## config.mk

```make
export PLATFORM = sky130hd
export DESIGN_NAME = nand_sector_write_combiner_unit_flat
export DESIGN_NICKNAME = d
export VERILOG_FILES = /design/src/rtl/nswc_pkg.sv /design/src/rtl/nswc_if.sv /design/src/rtl/nand_sector_write_combiner_unit.sv /design/src/rtl/nswc_bitmap.sv /design/src/rtl/nswc_cmd_gen.sv /design/src/rtl/nswc_out_seq.sv /design/src/flat_wrapper.sv
export SDC_FILE = /design/constraint.sdc
export NUM_CORES = 2
export LEC_CHECK = 0
export BUFFER_PORTS_ARGS = -buffer_cell sky130_fd_sc_hd__buf_2
export CAP_MARGIN = 40
export CORE_MARGIN = 5
export CORE_UTILIZATION = 40
export DETAILED_ROUTE_END_ITERATION = 7
export HOLD_SLACK_MARGIN = 0.12
export SLEW_MARGIN = 20
export SYNTH_ARGS = -nofsm -noshare
export SYNTH_HDL_FRONTEND = slang
export SYNTH_HIERARCHICAL = 1
export SYNTH_SLANG_ARGS = --single-unit
```

## constraint.sdc

```tcl
create_clock -name clk -period 7 [get_ports clk]
set_input_delay 0 -clock clk [delete_from_list [all_inputs] [get_ports clk]]
set_output_delay 0 -clock clk [all_outputs]
set_load 0.005 [all_outputs]
```

## src/rtl/nswc_pkg.sv

```systemverilog
package nswc_pkg;

    // Geometry limits
    localparam int MAX_BLOCKS           = 2048;
    localparam int WORDS_PER_SECTOR     = 128;
    localparam int MAX_SECTORS_PER_PAGE = 8;

    // Field widths
    localparam int ADDR_W        = 32;
    localparam int WORD_OFF_W    = 7;
    localparam int DATA_W        = 32;
    localparam int CMD_W         = 3;
    localparam int PLANE_W       = 2;
    localparam int BLK_IN_PL_W   = 11;
    localparam int PAGE_IN_BLK_W = 7;
    localparam int BUF_ADDR_W    = 10;

    // Config register widths
    localparam int SPP_W     = 2;
    localparam int PPB_W     = 3;
    localparam int BPP_W     = 4;
    localparam int PLANES_W  = 3;
    localparam int CFG_IDX_W = 2;
    localparam int CFG_DATA_W = 4;

    // Derived sizes
    localparam int BLK_W          = $clog2(MAX_BLOCKS);
    localparam int SECT_LOG2_MAX  = $clog2(MAX_SECTORS_PER_PAGE);
    localparam int OPEN_IDX_W     = BLK_W + (1 << PPB_W) - 1;
    localparam int TOTAL_W        = PLANES_W + BLK_IN_PL_W;
    localparam int MAX_BPP_LOG2   = 11;

    // Erased-block bitmap organization: rows of bits
    localparam int MAP_WORD_W = (MAX_BLOCKS >= 64) ? 32 : (MAX_BLOCKS / 2);
    localparam int MAP_ROWS   = MAX_BLOCKS / MAP_WORD_W;
    localparam int BIT_IDX_W  = $clog2(MAP_WORD_W);
    localparam int ROW_IDX_W  = $clog2(MAP_ROWS);

    localparam int SLOTS   = 4;
    localparam int SLOT_W  = $clog2(SLOTS);

    typedef enum logic [CMD_W-1:0] {
        CMD_WRITE   = 3'd0,
        CMD_FILL    = 3'd1,
        CMD_ERASE   = 3'd2,
        CMD_PROGRAM = 3'd3,
        CMD_ERROR   = 3'd4
    } cmd_t;

    typedef enum logic [CFG_IDX_W-1:0] {
        CFG_SPP_LOG2    = 2'd0,
        CFG_PPB_LOG2    = 2'd1,
        CFG_BPP_LOG2    = 2'd2,
        CFG_PLANE_COUNT = 2'd3
    } cfg_idx_t;

    typedef struct packed {
        logic [SPP_W-1:0]    spp_log2;
        logic [PPB_W-1:0]    ppb_log2;
        logic [BPP_W-1:0]    bpp_log2;
        logic [PLANES_W-1:0] plane_count;
    } cfg_t;

    typedef struct packed {
        cmd_t                     command;
        logic [PLANE_W-1:0]       plane;
        logic [BLK_IN_PL_W-1:0]   block;
        logic [PAGE_IN_BLK_W-1:0] page;
        logic [BUF_ADDR_W-1:0]    addr;
        logic [DATA_W-1:0]        data;
    } result_t;

    typedef result_t [SLOTS-1:0] result_list_t;

    // Sector-per-page log2, clamped to the page buffer size
    function automatic logic [SPP_W-1:0] eff_spp_log2(input cfg_t c);
        logic [SPP_W-1:0] l;
        l = c.spp_log2;
        if (32'(l) > SECT_LOG2_MAX)
            l = SPP_W'(SECT_LOG2_MAX);
        return l;
    endfunction

    // Blocks-per-plane log2, clamped
    function automatic logic [BPP_W-1:0] eff_bpp_log2(input cfg_t c);
        logic [BPP_W-1:0] b;
        b = c.bpp_log2;
        if (32'(b) > MAX_BPP_LOG2)
            b = BPP_W'(MAX_BPP_LOG2);
        return b;
    endfunction

endpackage

```

## src/rtl/nswc_if.sv

```systemverilog
// Input word channel
interface nswc_item_if;
    import nswc_pkg::*;

    logic                  valid;
    logic                  ready;
    logic [ADDR_W-1:0]     sector_address;
    logic [WORD_OFF_W-1:0] word_offset;
    logic [DATA_W-1:0]     data_word;

    modport source (output valid, sector_address, word_offset, data_word, input ready);
    modport sink   (input valid, sector_address, word_offset, data_word, output ready);
endinterface

// Command result channel
interface nswc_result_if;
    import nswc_pkg::*;

    logic                     valid;
    logic                     ready;
    logic [CMD_W-1:0]         command;
    logic [PLANE_W-1:0]       plane_number;
    logic [BLK_IN_PL_W-1:0]   block_in_plane;
    logic [PAGE_IN_BLK_W-1:0] page_in_block;
    logic [BUF_ADDR_W-1:0]    buffer_word_address;
    logic [DATA_W-1:0]        write_data;
    logic                     last_command;

    modport source (output valid, command, plane_number, block_in_plane, page_in_block,
                    buffer_word_address, write_data, last_command, input ready);
    modport sink   (input valid, command, plane_number, block_in_plane, page_in_block,
                    buffer_word_address, write_data, last_command, output ready);
endinterface

```

## src/rtl/nand_sector_write_combiner_unit.sv

```systemverilog
// Page write-combining front end for a NAND device. Each request on the item
// channel is one 32-bit word of a 512-byte sector; the unit maps the sector to
// plane, block and page from the geometry registers and issues commands on the
// result channel: program the previously open page, fill the page buffer with
// 0xFF, erase a block not yet erased since reset, write the word into the page
// buffer, and program the page once its last word arrives unless the list is
// full. A word is accepted every cycle while each word yields one command and
// the result channel is ready; a word that yields more commands (at most four)
// holds the result port until its last command is taken. The word stage holds
// the word and its erased-block bitmap read (a 64 x 32 memory, one read and one
// write port, registered read, written back with forwarding); the output
// sequencer registers the command list built from them. Bitmap rows carry
// reset-cleared valid bits, so there is no clearing pass after reset. The user
// must write geometry registers only while idle; the unit does not enforce it.
module nand_sector_write_combiner_unit (
    input  logic                            clk,
    input  logic                            rst_n,
    input  logic                            cfg_write_en,
    input  logic [nswc_pkg::CFG_IDX_W-1:0]  cfg_index,
    input  logic [nswc_pkg::CFG_DATA_W-1:0] cfg_wdata,
    nswc_item_if.sink                       item,
    nswc_result_if.source                   result
);
    import nswc_pkg::*;

    cfg_t                  cfg_reg;
    logic                  b_valid_reg;
    logic [ADDR_W-1:0]     b_sa_reg;
    logic [WORD_OFF_W-1:0] b_wo_reg;
    logic [DATA_W-1:0]     b_data_reg;
    logic                  page_open_reg;
    logic [OPEN_IDX_W-1:0] open_idx_reg;

    logic                  accept;
    logic                  b_fire;
    logic                  seq_free;
    logic [3:0]            rd_shift;
    logic [BLK_W-1:0]      rd_blk;
    logic                  erased;
    result_list_t          slots;
    logic [SLOT_W-1:0]     last_idx;
    logic                  range_err;
    logic                  erase_en;
    logic                  page_open_next;
    logic [OPEN_IDX_W-1:0] open_idx_next;

    // Handshake
    assign item.ready = !b_valid_reg || seq_free;
    assign accept     = item.valid && item.ready;
    assign b_fire     = b_valid_reg && seq_free;

    // Block number for the bitmap read
    assign rd_shift = 4'(eff_spp_log2(cfg_reg)) + 4'(cfg_reg.ppb_log2);
    assign rd_blk   = BLK_W'(item.sector_address >> rd_shift);

    // Configuration registers
    always_ff @(posedge clk or negedge rst_n)
    begin
        if (!rst_n)
        begin
            cfg_reg.spp_log2    <= SPP_W'(3);
            cfg_reg.ppb_log2    <= PPB_W'(6);
            cfg_reg.bpp_log2    <= BPP_W'(10);
            cfg_reg.plane_count <= PLANES_W'(2);
        end
        else if (cfg_write_en)
        begin
            case (cfg_idx_t'(cfg_index))
                CFG_SPP_LOG2:    cfg_reg.spp_log2    <= cfg_wdata[SPP_W-1:0];
                CFG_PPB_LOG2:    cfg_reg.ppb_log2    <= cfg_wdata[PPB_W-1:0];
                CFG_BPP_LOG2:    cfg_reg.bpp_log2    <= cfg_wdata[BPP_W-1:0];
                CFG_PLANE_COUNT: cfg_reg.plane_count <= cfg_wdata[PLANES_W-1:0];
                default:         cfg_reg             <= cfg_reg;
            endcase
        end
    end

    // Word stage payload
    always_ff @(posedge clk)
    begin
        if (accept)
        begin
            b_sa_reg   <= item.sector_address;
            b_wo_reg   <= item.word_offset;
            b_data_reg <= item.data_word;
        end
    end

    // Word stage control and open page state
    always_ff @(posedge clk or negedge rst_n)
    begin
        if (!rst_n)
        begin
            b_valid_reg   <= 1'b0;
            page_open_reg <= 1'b0;
            open_idx_reg  <= '0;
        end
        else
        begin
            if (accept)
                b_valid_reg <= 1'b1;
            else if (b_fire)
                b_valid_reg <= 1'b0;
            if (b_fire)
            begin
                page_open_reg <= page_open_next;
                open_idx_reg  <= open_idx_next;
            end
        end
    end

    nswc_bitmap u_bitmap (
        .clk    (clk),
        .rst_n  (rst_n),
        .rd_en  (accept),
        .rd_blk (rd_blk),
        .wr_en  (b_fire && erase_en),
        .erased (erased)
    );

    nswc_cmd_gen u_cmd_gen (
        .cfg            (cfg_reg),
        .sector_address (b_sa_reg),
        .word_offset    (b_wo_reg),
        .data_word      (b_data_reg),
        .page_open      (page_open_reg),
        .open_idx       (open_idx_reg),
        .erased         (erased),
        .slots          (slots),
        .last_idx       (last_idx),
        .range_err      (range_err),
        .erase_en       (erase_en),
        .page_open_next (page_open_next),
        .open_idx_next  (open_idx_next)
    );

    nswc_out_seq u_out_seq (
        .clk      (clk),
        .rst_n    (rst_n),
        .load     (b_fire),
        .slots    (slots),
        .last_idx (last_idx),
        .free     (seq_free),
        .result   (result)
    );

`ifndef NO_ASSERTIONS
    // An accepted word is in the word stage on the next cycle
    a_accept_stage: assert property (@(posedge clk) disable iff (!rst_n)
        accept |=> b_valid_reg)
        else $error("accepted word missing from word stage");

    // A range error is always the only command of its word
    a_error_last: assert property (@(posedge clk) disable iff (!rst_n)
        (result.valid && result.command == CMD_ERROR) |-> result.last_command)
        else $error("range error not last command");

    // A buffer fill is always followed by at least the word write
    a_fill_not_last: assert property (@(posedge clk) disable iff (!rst_n)
        (result.valid && result.command == CMD_FILL) |-> !result.last_command)
        else $error("fill issued as last command");

    // A rejected word leaves the open page untouched
    a_error_no_state: assert property (@(posedge clk) disable iff (!rst_n)
        (b_fire && range_err) |=> ($stable(open_idx_reg) && $stable(page_open_reg)))
        else $error("range error changed open page state");
`endif

endmodule

```

## src/rtl/nswc_bitmap.sv

```systemverilog
module nswc_bitmap (
    input  logic                       clk,
    input  logic                       rst_n,
    input  logic                       rd_en,
    input  logic [nswc_pkg::BLK_W-1:0] rd_blk,
    input  logic                       wr_en,
    output logic                       erased
);
    import nswc_pkg::*;

    logic [MAP_WORD_W-1:0] map_mem [MAP_ROWS];
    logic [MAP_ROWS-1:0]   row_vld_reg;
    logic [MAP_WORD_W-1:0] rd_word_reg;
    logic [MAP_WORD_W-1:0] fwd_word_reg;
    logic                  fwd_hit_reg;
    logic [ROW_IDX_W-1:0]  row_reg;
    logic [BIT_IDX_W-1:0]  bit_reg;

    logic [ROW_IDX_W-1:0]  rd_row;
    logic [BIT_IDX_W-1:0]  rd_bit;
    logic [MAP_WORD_W-1:0] cur_word;
    logic [MAP_WORD_W-1:0] new_word;

    assign rd_row = rd_blk[BLK_W-1 -: ROW_IDX_W];
    assign rd_bit = rd_blk[BIT_IDX_W-1:0];

    // Current row: forwarded write, stored row, or cleared row
    always_comb
    begin
        if (fwd_hit_reg)
            cur_word = fwd_word_reg;
        else if (row_vld_reg[row_reg])
            cur_word = rd_word_reg;
        else
            cur_word = '0;
        new_word = cur_word | (MAP_WORD_W'(1) << bit_reg);
    end

    assign erased = cur_word[bit_reg];

    // Bitmap memory, registered read
    always_ff @(posedge clk)
    begin
        if (wr_en)
            map_mem[row_reg] <= new_word;
        if (rd_en)
            rd_word_reg <= map_mem[rd_row];
    end

    // Address and forwarded row for the word in flight
    always_ff @(posedge clk)
    begin
        if (rd_en)
        begin
            row_reg      <= rd_row;
            bit_reg      <= rd_bit;
            fwd_word_reg <= new_word;
        end
    end

    // Row valid bits stand in for a clearing pass
    always_ff @(posedge clk or negedge rst_n)
    begin
        if (!rst_n)
        begin
            row_vld_reg <= '0;
            fwd_hit_reg <= 1'b0;
        end
        else
        begin
            if (wr_en)
                row_vld_reg[row_reg] <= 1'b1;
            if (rd_en)
                fwd_hit_reg <= wr_en && (rd_row == row_reg);
        end
    end

endmodule

```

## src/rtl/nswc_cmd_gen.sv

```systemverilog
module nswc_cmd_gen (
    input  nswc_pkg::cfg_t                       cfg,
    input  logic [nswc_pkg::ADDR_W-1:0]          sector_address,
    input  logic [nswc_pkg::WORD_OFF_W-1:0]      word_offset,
    input  logic [nswc_pkg::DATA_W-1:0]          data_word,
    input  logic                                 page_open,
    input  logic [nswc_pkg::OPEN_IDX_W-1:0]      open_idx,
    input  logic                                 erased,
    output nswc_pkg::result_list_t               slots,
    output logic [nswc_pkg::SLOT_W-1:0]          last_idx,
    output logic                                 range_err,
    output logic                                 erase_en,
    output logic                                 page_open_next,
    output logic [nswc_pkg::OPEN_IDX_W-1:0]      open_idx_next
);
    import nswc_pkg::*;

    localparam logic [WORD_OFF_W:0] WPS_EXT  = (WORD_OFF_W+1)'(WORDS_PER_SECTOR);
    localparam logic [WORD_OFF_W-1:0] LAST_WO = WORD_OFF_W'(WORDS_PER_SECTOR - 1);

    logic [SPP_W-1:0]         sl;
    logic [PPB_W-1:0]         ppb;
    logic [BPP_W-1:0]         bpp;
    logic [SECT_LOG2_MAX:0]   sl_mask;
    logic [BLK_IN_PL_W-1:0]   bpp_mask;
    logic [PAGE_IN_BLK_W-1:0] ppb_mask;
    logic [PLANES_W-1:0]      pc_eff;
    logic [TOTAL_W-1:0]       total_raw;
    logic [TOTAL_W-1:0]       total;
    logic [ADDR_W-1:0]        page_num;
    logic [ADDR_W-1:0]        blk;
    logic [ADDR_W-1:0]        old_blk;
    logic [SECT_LOG2_MAX:0]   sip;
    logic                     old_ok;
    logic                     new_page;
    logic                     need_erase;
    logic                     complete;
    logic                     closed;
    logic [SLOT_W:0]          n;
    result_t                  r;

    // Geometry decode
    always_comb
    begin
        sl       = eff_spp_log2(cfg);
        ppb      = cfg.ppb_log2;
        bpp      = eff_bpp_log2(cfg);
        sl_mask  = (SECT_LOG2_MAX+1)'(((SECT_LOG2_MAX+2)'(1) << sl) - (SECT_LOG2_MAX+2)'(1));
        bpp_mask = BLK_IN_PL_W'(((BLK_IN_PL_W+1)'(1) << bpp) - (BLK_IN_PL_W+1)'(1));
        ppb_mask = PAGE_IN_BLK_W'(((PAGE_IN_BLK_W+1)'(1) << ppb) - (PAGE_IN_BLK_W+1)'(1));
        pc_eff   = (cfg.plane_count > PLANES_W'(4)) ? PLANES_W'(4) : cfg.plane_count;
        total_raw = TOTAL_W'(pc_eff) << bpp;
        total    = (total_raw > TOTAL_W'(MAX_BLOCKS)) ? TOTAL_W'(MAX_BLOCKS) : total_raw;
        page_num = sector_address >> sl;
        blk      = page_num >> ppb;
        sip      = (SECT_LOG2_MAX+1)'(sector_address) & sl_mask;
        old_blk  = ADDR_W'(open_idx) >> ppb;
        old_ok   = old_blk < ADDR_W'(total);
        range_err = ({1'b0, word_offset} >= WPS_EXT) || (blk >= ADDR_W'(total));
        new_page = !page_open || (open_idx != page_num[OPEN_IDX_W-1:0]);
        need_erase = new_page && !erased;
        complete = (sip == sl_mask) && (word_offset == LAST_WO);
    end

    // Command list, in issue order
    always_comb
    begin
        slots  = '0;
        n      = '0;
        closed = 1'b0;
        r      = '0;
        if (range_err)
        begin
            r.command = CMD_ERROR;
            slots[0]  = r;
            n         = (SLOT_W+1)'(1);
        end
        else
        begin
            // Flush the old page
            if (new_page && page_open && old_ok)
            begin
                r         = '0;
                r.command = CMD_PROGRAM;
                r.plane   = PLANE_W'(old_blk >> bpp);
                r.block   = BLK_IN_PL_W'(old_blk) & bpp_mask;
                r.page    = PAGE_IN_BLK_W'(open_idx) & ppb_mask;
                slots[n[SLOT_W-1:0]] = r;
                n = n + 1'b1;
            end
            if (new_page)
            begin
                r         = '0;
                r.command = CMD_FILL;
                slots[n[SLOT_W-1:0]] = r;
                n = n + 1'b1;
            end
            if (need_erase)
            begin
                r         = '0;
                r.command = CMD_ERASE;
                r.plane   = PLANE_W'(blk >> bpp);
                r.block   = BLK_IN_PL_W'(blk) & bpp_mask;
                slots[n[SLOT_W-1:0]] = r;
                n = n + 1'b1;
            end
            // Buffer write
            r         = '0;
            r.command = CMD_WRITE;
            r.addr    = BUF_ADDR_W'(32'(sip) * 32'(WORDS_PER_SECTOR) + 32'(word_offset));
            r.data    = data_word;
            slots[n[SLOT_W-1:0]] = r;
            n = n + 1'b1;
            // Page complete, unless the list is already full
            if (complete && (n < (SLOT_W+1)'(SLOTS)))
            begin
                r         = '0;
                r.command = CMD_PROGRAM;
                r.plane   = PLANE_W'(blk >> bpp);
                r.block   = BLK_IN_PL_W'(blk) & bpp_mask;
                r.page    = PAGE_IN_BLK_W'(page_num) & ppb_mask;
                slots[n[SLOT_W-1:0]] = r;
                n = n + 1'b1;
                closed = 1'b1;
            end
        end
        last_idx = SLOT_W'(n - 1'b1);
    end

    // Open page update
    always_comb
    begin
        erase_en = !range_err && need_erase;
        if (range_err)
        begin
            page_open_next = page_open;
            open_idx_next  = open_idx;
        end
        else
        begin
            page_open_next = !closed;
            open_idx_next  = new_page ? page_num[OPEN_IDX_W-1:0] : open_idx;
        end
    end

endmodule

```

## src/rtl/nswc_out_seq.sv

```systemverilog
module nswc_out_seq (
    input  logic                          clk,
    input  logic                          rst_n,
    input  logic                          load,
    input  nswc_pkg::result_list_t        slots,
    input  logic [nswc_pkg::SLOT_W-1:0]   last_idx,
    output logic                          free,
    nswc_result_if.source                 result
);
    import nswc_pkg::*;

    logic                  valid_reg;
    logic [SLOT_W-1:0]     idx_reg;
    logic [SLOT_W-1:0]     last_reg;
    result_list_t          slot_reg;
    result_t               cur;
    logic                  at_last;

    assign cur     = slot_reg[idx_reg];
    assign at_last = (idx_reg == last_reg);
    assign free    = !valid_reg || (result.ready && at_last);

    // Result port
    assign result.valid               = valid_reg;
    assign result.command             = cur.command;
    assign result.plane_number        = cur.plane;
    assign result.block_in_plane      = cur.block;
    assign result.page_in_block       = cur.page;
    assign result.buffer_word_address = cur.addr;
    assign result.write_data          = cur.data;
    assign result.last_command        = at_last;

    // Command list storage
    always_ff @(posedge clk)
    begin
        if (load)
            slot_reg <= slots;
    end

    // Issue pointer
    always_ff @(posedge clk or negedge rst_n)
    begin
        if (!rst_n)
        begin
            valid_reg <= 1'b0;
            idx_reg   <= '0;
            last_reg  <= '0;
        end
        else if (load)
        begin
            valid_reg <= 1'b1;
            idx_reg   <= '0;
            last_reg  <= last_idx;
        end
        else if (valid_reg && result.ready)
        begin
            if (at_last)
                valid_reg <= 1'b0;
            else
                idx_reg <= idx_reg + 1'b1;
        end
    end

endmodule

```

## src/flat_wrapper.sv

```systemverilog
// flat-port wrapper written by rule: the top's interface ports become plain ports
module nand_sector_write_combiner_unit_flat import nswc_pkg::*;
  (clk, rst_n, cfg_write_en, cfg_index, cfg_wdata, item_valid, item_sector_address, item_word_offset, item_data_word, item_ready, result_valid, result_command, result_plane_number, result_block_in_plane, result_page_in_block, result_buffer_word_address, result_write_data, result_last_command, result_ready);
  nswc_item_if item_i ();
  nswc_result_if result_i ();
  input  logic clk;
  input  logic rst_n;
  input  logic cfg_write_en;
  input  logic [nswc_pkg::CFG_IDX_W-1:0] cfg_index;
  input  logic [nswc_pkg::CFG_DATA_W-1:0] cfg_wdata;
  input wire logic [$bits(item_i.valid)-1:0] item_valid;
  input wire logic [$bits(item_i.sector_address)-1:0] item_sector_address;
  input wire logic [$bits(item_i.word_offset)-1:0] item_word_offset;
  input wire logic [$bits(item_i.data_word)-1:0] item_data_word;
  output wire logic [$bits(item_i.ready)-1:0] item_ready;
  output wire logic [$bits(result_i.valid)-1:0] result_valid;
  output wire logic [$bits(result_i.command)-1:0] result_command;
  output wire logic [$bits(result_i.plane_number)-1:0] result_plane_number;
  output wire logic [$bits(result_i.block_in_plane)-1:0] result_block_in_plane;
  output wire logic [$bits(result_i.page_in_block)-1:0] result_page_in_block;
  output wire logic [$bits(result_i.buffer_word_address)-1:0] result_buffer_word_address;
  output wire logic [$bits(result_i.write_data)-1:0] result_write_data;
  output wire logic [$bits(result_i.last_command)-1:0] result_last_command;
  input wire logic [$bits(result_i.ready)-1:0] result_ready;
  assign item_i.valid = item_valid;
  assign item_i.sector_address = item_sector_address;
  assign item_i.word_offset = item_word_offset;
  assign item_i.data_word = item_data_word;
  assign item_ready = item_i.ready;
  assign result_valid = result_i.valid;
  assign result_command = result_i.command;
  assign result_plane_number = result_i.plane_number;
  assign result_block_in_plane = result_i.block_in_plane;
  assign result_page_in_block = result_i.page_in_block;
  assign result_buffer_word_address = result_i.buffer_word_address;
  assign result_write_data = result_i.write_data;
  assign result_last_command = result_i.last_command;
  assign result_i.ready = result_ready;
  nand_sector_write_combiner_unit u_core (.clk(clk), .rst_n(rst_n), .cfg_write_en(cfg_write_en), .cfg_index(cfg_index), .cfg_wdata(cfg_wdata), .item(item_i), .result(result_i));
endmodule
```

==> flow_summary.toml <==
[timing]
relSlewSlack = 0.371
setup_viol = 0
worstMarginPinSlew_ns = 0.943
clock.fmax_ghz = 0.152
min_period_ns = 6.57
rsz0062_at_grt = "false"
finalHoldViolations = 0
drv_slew = 0
post-route-period-util = 0.939
skew_ns = 0.0937
fin_setup_tns_ns = 0

[synthesis]
netlist_area_um2 = 105000
synth_edf_count = 2454
synthArstFlopShare = 0.0399
avgSynthCellArea_um2 = 20.5
yosys_warnings = 6
synthCells = 5132
synth_ff_type = "edfxtp_1"
yosysUniqueCellTypes = 89
ys_seq_elements = 2556
ys_seq_area_frac = 0.726

[clocking]
path_clk_slew_ns = 0.06
numCtsBuffers = 279
clk_path_buf_depth = 4
worstSkewPairLatency_ns = 0.85
post_cts_buffers = 0
htreeDepth = 5
cts_tree = "built"
cts_sinks = 2556
cts_root_buf = "clkbuf_16"

[die]
dieArea_um2 = 273000
initial_core_util = 0.401
row_count = 188
die_h_um = 523
die_x_um = 523
ios = 150
fp.coreArea_um2 = 262000

[grt]
grt_pass1_wl_mm = 417
grt.overflow.total = 0
track_usage = 0.210
antenna_found_initial = 8
grt_max_degree = 109
first_global_vias = 56137

[route]
drtIter0Drc = 6508
wirelength_mm = 291
drcViolationCount = 0
drt.antenna.violating_nets = 0
viasPerCell = 5.87
dr.pass1.iters = 7
dr_total_vias = 55834
avgRoutedWirePerCell_um = 30.6

[placed_design]
dp_hpwl_mm = 176
gp_congestion = 0.885
numPortBuffers = 149
placed_cells = 8853
place_area_um2 = 114000

[layout]
final_cell_mix = "2454 x edfxtp_1, 787 x mux4_2, 284 x clkbuf_16, 236 x nor2_1, 218 x buf_4"
fillers = 21517
multi_input_area_um2 = 28000
ff_latch_area_um2 = 76300
largest_reg_flops = 2048
final_common_cell = "edfxtp_1"
area_delta_synth_final_pct = 18.8
final_layout_size_suffix_gt1_frac = 0.335
layout.nets = 5909
finalInstanceArea_um2 = 125000
utilization = 0.476
fin_cells = 9509

[power]
leakage_nw = 40.9
vdd_ir_drop_max_uv = 497
p_per_area_nw_per_um2 = 420

[setup_path]
arrival_ns = 7.22
crit_chain = "mux4_2, xor2_1, nor4_1, nand2_1, a211oi_1, nor3_2, ha_1, clkinv_1, nor3_1, and2_1, ha_1, nand4_1, or4_1, or3_1, or3_1, clkinv_4, a41oi_4, buf_4, nor2_2"
endpoint_kind = "register"
crit_required_ns = 7.64
crit_path_max_incr_delay_ns = 0.89
worst_setup_path_start_kind = "register"
worst-setup-path-type = "reg2reg"
critPathSlowestCell = "dfstp_2"
crit_fanout = 18

[worst_hold_path]
hold_class = "in2reg"

[job]
maxCapViolCount = 0

[status]
status = "finished clean"
-- synth_stat cells, drive strengths merged (6+ instances only) --
| cell | count | area [um2] |
|---|---|---|
| mux4 | 803 | 18100 |
| and2 | 55 | 344 |
| xor2 | 15 | 139 |
| nand2b | 16 | 100 |
| or3b | 8 | 70.1 |
| edfxtp | 2454 | 73700 |
| o211ai | 16 | 120 |
| nor4 | 20 | 140 |
| o221ai | 9 | 78.8 |
| a32oi | 33 | 289 |
| a221oi | 10 | 93.8 |
| o21a | 7 | 52.6 |
| xnor2 | 16 | 140 |
| and3 | 14 | 87.6 |
| ha | 39 | 488 |
| dfrtp | 95 | 2380 |
| nand4 | 31 | 194 |
| a21oi | 59 | 295 |
| nor3 | 37 | 190 |
| a211oi | 15 | 113 |
| o311ai | 6 | 52.6 |
| mux2 | 95 | 1070 |
| a21o | 10 | 75.1 |
| o21ai | 81 | 405 |
| or2 | 71 | 444 |
| buf | 152 | 918 |
| nor2 | 310 | 1190 |
| a22oi | 33 | 248 |
| clkbuf | 164 | 616 |
| a31oi | 8 | 50.1 |
| nand3 | 39 | 200 |
| dfstp | 7 | 184 |
| mux2i | 64 | 657 |
| inv | 32 | 120 |
| nor2b | 22 | 138 |
| or3 | 8 | 50.1 |
| o22ai | 30 | 188 |
| nand3b | 13 | 97.6 |
| nand2 | 162 | 608 |
-- report_power, final --
group / switching (W) / total [W] / internal [W] / leakage, nW
combinational: 0.0108 / 0.0191 / 0.00831 / 12.3
sequential: 0.000389 / 0.0190 / 0.0186 / 24.3
clock: 0.00593 / 0.0143 / 0.00841 / 4.28
-- metal layers --
layer  track usage  routed length [um]  up-vias  share of wire
li1              -                   -    22754              -
met1         0.298              119000    30053           0.41
met2         0.345              142000     2550           0.49
met3        0.0300               21600      475          0.074
met4        0.0563                8320        2          0.029
met5             0                  19        -       0.000065
-- metrics by stage --
stage          setup slack (ns)  total power, W  hold WS (ns)
6_report                  0.428          0.0524         0.184
4_1_cts                   0.529          0.0530         0.126
2_1_floorplan             0.127          0.0315        -0.296
3_5_place_dp              0.570          0.0385        0.0854
3_3_place_gp              0.436          0.0383        0.0784
5_1_grt                   0.216          0.0543         0.160
-- cell type report --
type,count,area share
Antenna cell,3,0.0000601
Sequential cell,2556,0.611
Clock inverter,139,0.0112
Multi-Input combinational cell,2228,0.225
Timing Repair Buffer,685,0.0575
Clock buffer,346,0.0591
Inverter,37,0.00122
Tap cell,3515,0.0352
-- worst max-delay path: cells and delay by family (launching register included) --
| kind | cells | cell delay (ns) |
|---|---|---|
| simple gates | 10 | 3.15 |
| flops | 1 | 0.89 |
| mux | 1 | 0.66 |
| compound gates | 2 | 0.61 |
| fa+ha+maj | 2 | 0.54 |
| buf+inv | 3 | 0.41 |
| xor+xnor | 1 | 0.17 |
-- kinds of logic after synthesis --
kind of cell	synth area share
simple gates	0.0378
fa+ha+maj	0.00483
xor+xnor	0.00265
other cells	0.0000715
flops	0.726
mux	0.189
buf+inv	0.0160
compound gates	0.0241
-- path summary, 6_finish.rpt --
check | startpoint | end | cells after the start | slack [ns]
worst max-delay path | u_core/cfg_reg[10] | u_core/u_out_seq/slot_reg[186] | 19 | 0.43
worst min-delay path | cfg_wdata[0] | u_core/cfg_reg[0] | 3 | 0.18
worst min register to register | u_core/u_bitmap/row_vld_reg[48] | u_core/u_bitmap/row_vld_reg[48] | 1 | 0.47
max in group asynchronous | rst_n | u_core/u_bitmap/fwd_hit_reg | 5 | 5.84
worst max register to register | u_core/cfg_reg[10] | u_core/u_out_seq/slot_reg[186] | 19 | 0.43
min in group asynchronous | rst_n | u_core/u_out_seq/idx_reg[0] | 4 | 0.44
-- what timing repair did --
action,in CTS,in global routing
hold buffers,164,0
endpoints found under the hold margin,199,0
resized for setup,0,0
Power figures use the tool's default switching activity.
